===== config.mk =====
export PLATFORM = sky130hd
export DESIGN_NAME = disk_block_run_allocator
export DESIGN_NICKNAME = d
export VERILOG_FILES = /design/src/drba_pkg.sv /design/src/drba_front.sv /design/src/drba_fifo.sv /design/src/drba_back.sv /design/src/disk_block_run_allocator.sv
export SDC_FILE = /design/constraint.sdc
export NUM_CORES = 1
export LEC_CHECK = 0
export ABC_AREA = 0
export ABC_CLOCK_PERIOD_IN_PS = 4500
export BUFFER_PORTS_ARGS = -buffer_cell sky130_fd_sc_hd__buf_2
export CAP_MARGIN = 20
export CORE_UTILIZATION = 40
export CTS_BUF_LIST = sky130_fd_sc_hd__clkbuf_4 sky130_fd_sc_hd__clkbuf_8
export DETAILED_ROUTE_END_ITERATION = 16
export GPL_TIMING_DRIVEN = 0
export PLACE_DENSITY = 0.64
export SLEW_MARGIN = 20
export SYNTH_ARGS = -nofsm -noshare
export SYNTH_HDL_FRONTEND = slang
export SYNTH_SLANG_ARGS = --single-unit

===== constraint.sdc =====
create_clock -name clk -period 4.5 [get_ports clk]
set_input_delay 0.225 -clock clk [delete_from_list [all_inputs] [get_ports clk]]
set_output_delay 0.225 -clock clk [all_outputs]
set_load 0.01 [all_outputs]

===== src/drba_pkg.sv =====
package drba_pkg;

  localparam int BLOCK_COUNT_DEF = 64;
  localparam int MAX_RESULTS     = 64;
  localparam int CNT_W           = 13;
  localparam int START_W         = 6;
  localparam int LEN_W           = 7;
  localparam int OUTCOME_W       = 3;
  localparam int QUEUE_DEPTH     = 2;

  localparam logic [OUTCOME_W-1:0] OUT_CLAIMED = 3'd0;
  localparam logic [OUTCOME_W-1:0] OUT_SKIPPED = 3'd1;
  localparam logic [OUTCOME_W-1:0] OUT_BUSY    = 3'd2;
  localparam logic [OUTCOME_W-1:0] OUT_INVALID = 3'd3;
  localparam logic [OUTCOME_W-1:0] OUT_MARKED  = 3'd4;
  localparam logic [OUTCOME_W-1:0] OUT_SHORT   = 3'd5;

  localparam logic [1:0] KIND_MARK    = 2'd0;
  localparam logic [1:0] KIND_ALLOC   = 2'd1;
  localparam logic [1:0] KIND_INVALID = 2'd2;

  typedef struct packed {
    logic [1:0]         kind;
    logic [START_W-1:0] start;
    logic [LEN_W-1:0]   len;
  } req_t;

endpackage


===== src/drba_front.sv =====
module drba_front
  import drba_pkg::*;
#(
  parameter int BLOCK_COUNT = BLOCK_COUNT_DEF
) (
  input  logic               op,
  input  logic [START_W-1:0] start,
  input  logic [LEN_W-1:0]   len,
  output req_t               req
);

  logic [CNT_W-1:0] start_ext;
  logic [CNT_W-1:0] end_ext;
  logic             start_bad;
  logic             alloc_bad;

  assign start_ext = CNT_W'(start);
  assign end_ext   = start_ext + CNT_W'(len);
  assign start_bad = start_ext >= CNT_W'(BLOCK_COUNT);
  assign alloc_bad = start_bad || (len == '0) || (end_ext > CNT_W'(BLOCK_COUNT));

  always_comb begin
    req.start = start;
    req.len   = len;
    if (!op) begin
      req.kind = start_bad ? KIND_INVALID : KIND_MARK;
    end else begin
      req.kind = alloc_bad ? KIND_INVALID : KIND_ALLOC;
    end
  end

endmodule


===== src/drba_fifo.sv =====
module drba_fifo
  import drba_pkg::*;
(
  input  logic clk,
  input  logic rst_n,
  input  logic push,
  input  req_t push_req,
  output logic full,
  input  logic pop,
  output logic empty,
  output req_t pop_req
);

  localparam int PTR_W = $clog2(QUEUE_DEPTH);

  req_t             mem_r [QUEUE_DEPTH];
  logic [PTR_W-1:0] wr_ptr_r, wr_ptr_nxt;
  logic [PTR_W-1:0] rd_ptr_r, rd_ptr_nxt;
  logic [PTR_W:0]   count_r, count_nxt;

  assign full    = count_r == (PTR_W+1)'(QUEUE_DEPTH);
  assign empty   = count_r == '0;
  assign pop_req = mem_r[rd_ptr_r];

  always_comb begin
    wr_ptr_nxt = wr_ptr_r;
    rd_ptr_nxt = rd_ptr_r;
    count_nxt  = count_r;
    if (push) begin
      wr_ptr_nxt = (wr_ptr_r == PTR_W'(QUEUE_DEPTH - 1)) ? '0 : wr_ptr_r + 1'b1;
    end
    if (pop) begin
      rd_ptr_nxt = (rd_ptr_r == PTR_W'(QUEUE_DEPTH - 1)) ? '0 : rd_ptr_r + 1'b1;
    end
    if (push && !pop) begin
      count_nxt = count_r + 1'b1;
    end else if (pop && !push) begin
      count_nxt = count_r - 1'b1;
    end
  end

  always_ff @(posedge clk) begin
    if (!rst_n) begin
      wr_ptr_r <= '0;
      rd_ptr_r <= '0;
      count_r  <= '0;
    end else begin
      wr_ptr_r <= wr_ptr_nxt;
      rd_ptr_r <= rd_ptr_nxt;
      count_r  <= count_nxt;
    end
  end

  always_ff @(posedge clk) begin
    if (push) begin
      mem_r[wr_ptr_r] <= push_req;
    end
  end

endmodule


===== src/drba_back.sv =====
module drba_back
  import drba_pkg::*;
#(
  parameter int BLOCK_COUNT = BLOCK_COUNT_DEF
) (
  input  logic                 clk,
  input  logic                 rst_n,
  input  logic                 q_empty,
  input  req_t                 q_req,
  output logic                 q_pop,
  output logic                 out_valid,
  input  logic                 out_ready,
  output logic [START_W-1:0]   out_index,
  output logic [OUTCOME_W-1:0] out_outcome,
  output logic                 out_last
);

  localparam int MAP_AW = $clog2(BLOCK_COUNT);
  localparam int POS_W  = $clog2(BLOCK_COUNT + 1);
  localparam logic [1:0] ST_IDLE  = 2'd0;
  localparam logic [1:0] ST_WALK  = 2'd1;
  localparam logic [1:0] ST_CLEAR = 2'd2;

  logic                 map_mem_r [BLOCK_COUNT];
  logic                 used_r;
  logic [1:0]           state_r, state_nxt;
  logic [POS_W-1:0]     pos_r, pos_nxt;
  logic [LEN_W-1:0]     len_r, len_nxt;
  logic [LEN_W-1:0]     claimed_r, claimed_nxt;
  logic [LEN_W-1:0]     count_r, count_nxt;
  logic                 out_valid_r, out_valid_nxt;
  logic [START_W-1:0]   out_index_r, out_index_nxt;
  logic [OUTCOME_W-1:0] out_outcome_r, out_outcome_nxt;
  logic                 out_last_r, out_last_nxt;

  logic              advance;
  logic [POS_W-1:0]  start_ext;
  logic [POS_W-1:0]  pos_inc;
  logic              at_end;
  logic              used;
  logic [LEN_W-1:0]  claimed_inc;
  logic              done;
  logic [POS_W-1:0]  rd_pos;
  logic [MAP_AW-1:0] map_raddr;
  logic              map_we;
  logic [MAP_AW-1:0] map_waddr;
  logic              map_wdata;

  assign advance     = !out_valid_r || out_ready;
  assign q_pop       = (state_r == ST_IDLE) && !q_empty && advance;
  assign start_ext   = POS_W'(q_req.start);
  assign pos_inc     = pos_r + 1'b1;
  assign at_end      = CNT_W'(pos_inc) >= CNT_W'(BLOCK_COUNT);
  assign used        = used_r;
  assign claimed_inc = claimed_r + LEN_W'(!used);
  assign done        = (claimed_inc == len_r)
                    || at_end
                    || (count_r + 1'b1 == LEN_W'(MAX_RESULTS));

  assign rd_pos    = (state_r == ST_IDLE) ? start_ext : (advance ? pos_inc : pos_r);
  assign map_raddr = rd_pos[MAP_AW-1:0];

  assign out_valid   = out_valid_r;
  assign out_index   = out_index_r;
  assign out_outcome = out_outcome_r;
  assign out_last    = out_last_r;

  always_comb begin
    state_nxt       = state_r;
    pos_nxt         = pos_r;
    len_nxt         = len_r;
    claimed_nxt     = claimed_r;
    count_nxt       = count_r;
    out_valid_nxt   = out_valid_r && !out_ready;
    out_index_nxt   = out_index_r;
    out_outcome_nxt = out_outcome_r;
    out_last_nxt    = out_last_r;
    map_we          = 1'b0;
    map_waddr       = pos_r[MAP_AW-1:0];
    map_wdata       = 1'b1;
    case (state_r)
      ST_CLEAR: begin
        map_we    = 1'b1;
        map_wdata = 1'b0;
        if (at_end) begin
          state_nxt = ST_IDLE;
        end else begin
          pos_nxt = pos_inc;
        end
      end
      ST_IDLE: begin
        if (q_pop) begin
          case (q_req.kind)
            KIND_MARK: begin
              map_we          = 1'b1;
              map_waddr       = start_ext[MAP_AW-1:0];
              out_valid_nxt   = 1'b1;
              out_index_nxt   = q_req.start;
              out_outcome_nxt = OUT_MARKED;
              out_last_nxt    = 1'b1;
            end
            KIND_ALLOC: begin
              state_nxt   = ST_WALK;
              pos_nxt     = start_ext;
              len_nxt     = q_req.len;
              claimed_nxt = '0;
              count_nxt   = '0;
            end
            default: begin
              out_valid_nxt   = 1'b1;
              out_index_nxt   = q_req.start;
              out_outcome_nxt = OUT_INVALID;
              out_last_nxt    = 1'b1;
            end
          endcase
        end
      end
      ST_WALK: begin
        if (advance) begin
          out_valid_nxt = 1'b1;
          out_index_nxt = pos_r[START_W-1:0];
          if (count_r == '0 && used) begin
            out_outcome_nxt = OUT_BUSY;
            out_last_nxt    = 1'b1;
            state_nxt       = ST_IDLE;
          end else begin
            map_we          = 1'b1;
            claimed_nxt     = claimed_inc;
            out_outcome_nxt = used ? OUT_SKIPPED : OUT_CLAIMED;
            out_last_nxt    = done;
            if (done) begin
              state_nxt = ST_IDLE;
              if (claimed_inc != len_r) begin
                out_outcome_nxt = OUT_SHORT;
              end
            end else begin
              pos_nxt   = pos_inc;
              count_nxt = count_r + 1'b1;
            end
          end
        end
      end
      default: begin
        state_nxt = ST_IDLE;
      end
    endcase
  end

  always_ff @(posedge clk) begin
    if (map_we) begin
      map_mem_r[map_waddr] <= map_wdata;
    end
    used_r <= map_mem_r[map_raddr];
  end

  always_ff @(posedge clk) begin
    if (!rst_n) begin
      state_r     <= ST_CLEAR;
      pos_r       <= '0;
      out_valid_r <= 1'b0;
    end else begin
      state_r     <= state_nxt;
      pos_r       <= pos_nxt;
      out_valid_r <= out_valid_nxt;
    end
  end

  always_ff @(posedge clk) begin
    len_r         <= len_nxt;
    claimed_r     <= claimed_nxt;
    count_r       <= count_nxt;
    out_index_r   <= out_index_nxt;
    out_outcome_r <= out_outcome_nxt;
    out_last_r    <= out_last_nxt;
  end

  a_walk_not_met: assert property (@(posedge clk) disable iff (!rst_n)
    state_r == ST_WALK |-> claimed_r < len_r)
    else $error("walk continues after request length met");

  a_walk_count: assert property (@(posedge clk) disable iff (!rst_n)
    state_r == ST_WALK |-> count_r < LEN_W'(MAX_RESULTS))
    else $error("walk exceeds result limit");

  a_walk_pos: assert property (@(posedge clk) disable iff (!rst_n)
    state_r == ST_WALK |-> CNT_W'(pos_r) < CNT_W'(BLOCK_COUNT))
    else $error("walk position beyond disk");

  a_mid_run: assert property (@(posedge clk) disable iff (!rst_n)
    out_valid_r && !out_last_r |-> state_r == ST_WALK)
    else $error("non-final result while walk idle");

endmodule


===== src/disk_block_run_allocator.sv =====
// A mark or invalid request is held in the queue and then in the result register, which shows
// its single result; an allocate, a refusal for a busy start included, passes the queue, the
// walk load and the result register. An allocate holds the walk unit until its last result
// (up to 64). Results leave one per cycle while out_tready is high.
// Reset (rst_n low, synchronous) empties the queue; a clearing pass then frees one block per
// cycle, all BLOCK_COUNT blocks (64 by default), before the first request is taken.
module disk_block_run_allocator
  import drba_pkg::*;
#(
  parameter int BLOCK_COUNT = BLOCK_COUNT_DEF
) (
  input  logic        clk,
  input  logic        rst_n,
  input  logic        in_tvalid,
  output logic        in_tready,
  input  logic [15:0] in_tdata,   // [5:0] start_block, [12:6] run_length, zero pad
  input  logic        in_tuser,   // [0] operation
  output logic        out_tvalid,
  input  logic        out_tready,
  output logic [15:0] out_tdata,  // [5:0] block_index, [8:6] outcome, zero pad
  output logic        out_tlast
);

  req_t                 front_req;
  req_t                 q_req;
  logic                 q_full;
  logic                 q_empty;
  logic                 q_pop;
  logic                 push;
  logic [START_W-1:0]   res_index;
  logic [OUTCOME_W-1:0] res_outcome;

  assign in_tready = !q_full;
  assign push      = in_tvalid && !q_full;
  assign out_tdata = {7'b0, res_outcome, res_index};

  drba_front #(
    .BLOCK_COUNT(BLOCK_COUNT)
  ) u_front (
    .op    (in_tuser),
    .start (in_tdata[5:0]),
    .len   (in_tdata[12:6]),
    .req   (front_req)
  );

  drba_fifo u_fifo (
    .clk      (clk),
    .rst_n    (rst_n),
    .push     (push),
    .push_req (front_req),
    .full     (q_full),
    .pop      (q_pop),
    .empty    (q_empty),
    .pop_req  (q_req)
  );

  drba_back #(
    .BLOCK_COUNT(BLOCK_COUNT)
  ) u_back (
    .clk         (clk),
    .rst_n       (rst_n),
    .q_empty     (q_empty),
    .q_req       (q_req),
    .q_pop       (q_pop),
    .out_valid   (out_tvalid),
    .out_ready   (out_tready),
    .out_index   (res_index),
    .out_outcome (res_outcome),
    .out_last    (out_tlast)
  );

endmodule

==> results.tsv <==
metric	value	unit
CTS max path bufs	2	
Seq/Total Area, Yosys	58.3	%
largest net degree at the start of global routing	61	
# IOs	40	
Detail Route Antenna Nets	0	
Synth Register Bits	141	
Clk pin slew, worst setup/hold paths	0.07	ns
Critical-path top delay cell	o21ai_2	
Slew Limit Fails	0	
mapped cell area	6980	um^2
worst-margin pin slew	0.927	ns
initial DRC count	516	
GRT Overall Usage	16.7	%
crit-path leading delay family	simple AND/OR/NAND/NOR gates	
prevailing post-synth register cell	edfxtp_1	
critical path startpoint category	register	
fillers	1521	
RSZ-0062 raised after global routing	false	
crit path kind	register to register	
outcome	finished clean	
Worst Setup End Kind	register	
Layout Nets	666	
Post-route DRC	0	
post_cts resized	0	
Hold Path Class	input pin to register	
DRT Pass-1 Iters	7	
Mean Syn Cell Area	12.4	um^2
worst-skew pair later-pin latency	0.45	ns
Synth top area share	53.7	%
clock skew	0.00843	ns
WP data arrival	3.45	ns
Critical Path, Cell by Cell	or2_1, buf_6, clkbuf_1, nor3_1, inv_1, nor2_1, a31oi_1, o21ai_2, nand3_1, nor2_1	
vias in the first global route	4366	
biggest area consumer among synthesized cells	edfxtp_1	
Tmin final	3.30	ns
vias per cell	5.37	
die area	18000	um^2
worst slack at placement	1.06	ns
Die W	134	um
final hold vios	0	
htree depth	4	
Setup Fix Bufs, Post-CTS	0	
post-synthesis instance total	565	
synth unique cells	64	
number of synthesized flops with an enable pin	125	
aggregate global routing overflow	0	
Max Clock Freq	0.303	GHz
ratio of cells with drive above 1 in the final layout	14.9	%
vias	4643	
Synth warnings	0	
setup violation total in the final timing report	0	
Commonest cells post-synth	edfxtp_1, nor2_1, nand2_1	
post-DP HPWL	10100	um
Root Buffer	clkbuf_8	
asr flop ratio synth	0	%
most numerous cell in the Yosys netlist	edfxtp_1	
CP Data Required Time	4.65	ns
initial antenna violation count	0	
period utilization	73.4	%
reg2reg setup slack	1.20	ns
Min Hold Slack	0.0405	ns
Setup WS post-layout	1.20	ns
Buf/Inv on CP	3	
Most common cell on crit path	nor2_1	
number of max-cap violations	0	
CORE AREA	16800	um^2
num rows	47	
first-pass GRT wire length	22600	um
Setup TNS Final	0	ns
area grow syn2layout	14.8	%
CTS Buf Count	17	
Slew headroom	38.2	%
wire per inst	16.5	um
max incr delay on CP	0.40	ns
CTS tree	built	
final RePlAce weighted congestion	0.876	
Crit Path Max Fanout	10	
clock sinks	141	
PortBufs	28	
Area contributors post-synth	edfxtp_1, nor2_1, mux4_1	
peak supply drop	196	uV
WL final	14200	um
effective utilization at floorplan	41.5	%
LEAKAGE	0.00278	uW
Pwr Density	359	nW/um^2
Die Ht	134	um
ANT cells	0	
## flip-flops by register name, indices dropped and copies added (netlist names), 3 cells and up, named ones only
register and count:
u_back.claimed_r 7, u_back.count_r 7, u_back.pos_r 7, u_fifo.mem_r 30, u_back.out_index 6, u_back.out_outcome 3, u_back.len_r 7, u_back.map_mem_r 64
## repair_timing
item	CTS	global route
hold buffers	12	0
endpoints found under the setup margin	0	0
hold endpoints to repair	24	0
## worst paths after layout
kind / start / end / depth (start not counted)
worst max register to register: u_back.state_r[0]$_SDFFE_PN0P_ / u_back.map_mem_r[26]$_DFFE_PP_ / 10
worst min-delay path: in_tdata[12] / u_fifo.mem_r[0][6]$_DFFE_PP_ / 1
worst max-delay path: u_back.state_r[0]$_SDFFE_PN0P_ / u_back.map_mem_r[26]$_DFFE_PP_ / 10
worst min register to register: u_back.pos_r[6]$_SDFFE_PN0P_ / u_back.pos_r[6]$_SDFFE_PN0P_ / 1
## logic make-up (layout without fill, tap and decap cells)
logic type | after synthesis | in the layout | share of synthesized area [%]
adder cells (fa/ha/maj) | 14 | 14 | 2.62
buffers and inverters | 39 | 112 | 2.85
XOR/XNOR | 26 | 26 | 4.12
other | 1 | 7 | 0.0537
flip-flops | 141 | 141 | 58.3
AND/OR/NAND/NOR | 217 | 217 | 14.5
multiplexers | 32 | 32 | 8.46
AO/OA/AOI/OAI | 95 | 95 | 9.06
## per-stage QoR
step	util (%)	cells	total power, uW	area (um^2)
finish	47.7	864	2880	8020
floorplan	-	571	1700	7010
global route	47.7	864	2990	8020
CTS	47.6	864	2900	8010
global placement	44.1	819	1770	7420
detailed placement	44.3	820	1780	7450
## area by class of cell
| class | instances | area (um^2) | share of cell area, % |
|---|---|---|---|
| multi-input cells | 391 | 2750 | 34.3 |
| clock buffers | 18 | 241 | 3.01 |
| flip-flops and latches | 141 | 4070 | 50.8 |
| plain buffers | 29 | 161 | 2.01 |
| clock inverters | 14 | 199 | 2.48 |
| repair buffers | 41 | 280 | 3.50 |
| inverters | 10 | 37.5 | 0.468 |
| well taps | 220 | 275 | 3.43 |
## report_power, final
group	leakage (uW)	internal, uW	switching [uW]	total (uW)
sequential	0.00126	1450	14.3	1470
clock	0.000216	656	462	1120
combinational	0.00131	129	169	299
total	0.00278	2240	645	2880
## metal layers
metal	routed length (um)	vias up	share of wire (%)	GRT usage [%]
li1	-	2220	-	-
met2	6750	159	47	26.3
met4	190	0	1.3	6.62
met1	6500	2251	46	22.6
met5	0	-	0	0
met3	795	13	5.6	3.82
## layout by cell type (no fill, tap or decap), types with 7 or more instances in the layout
master and n:
buf_4 8, o21a_1 7, a21boi_0 7, ha_1 13, mux4_1 14, nand3_1 17, edfxtp_1 125, and2_1 11
xor2_1 8, dlygate4sd3_1 12, nor2_1 107, a31oi_1 8, clkbuf_8 17, nand2b_1 10, xnor2_1 14, conb_1 7
buf_2 31, dfxtp_1 16, o21ai_0 15, mux2_2 8, a22oi_1 8, nand2_1 29, clkbuf_1 14, a21oi_1 23
inv_1 10
Note: power is estimated with default switching activity, not from simulation.
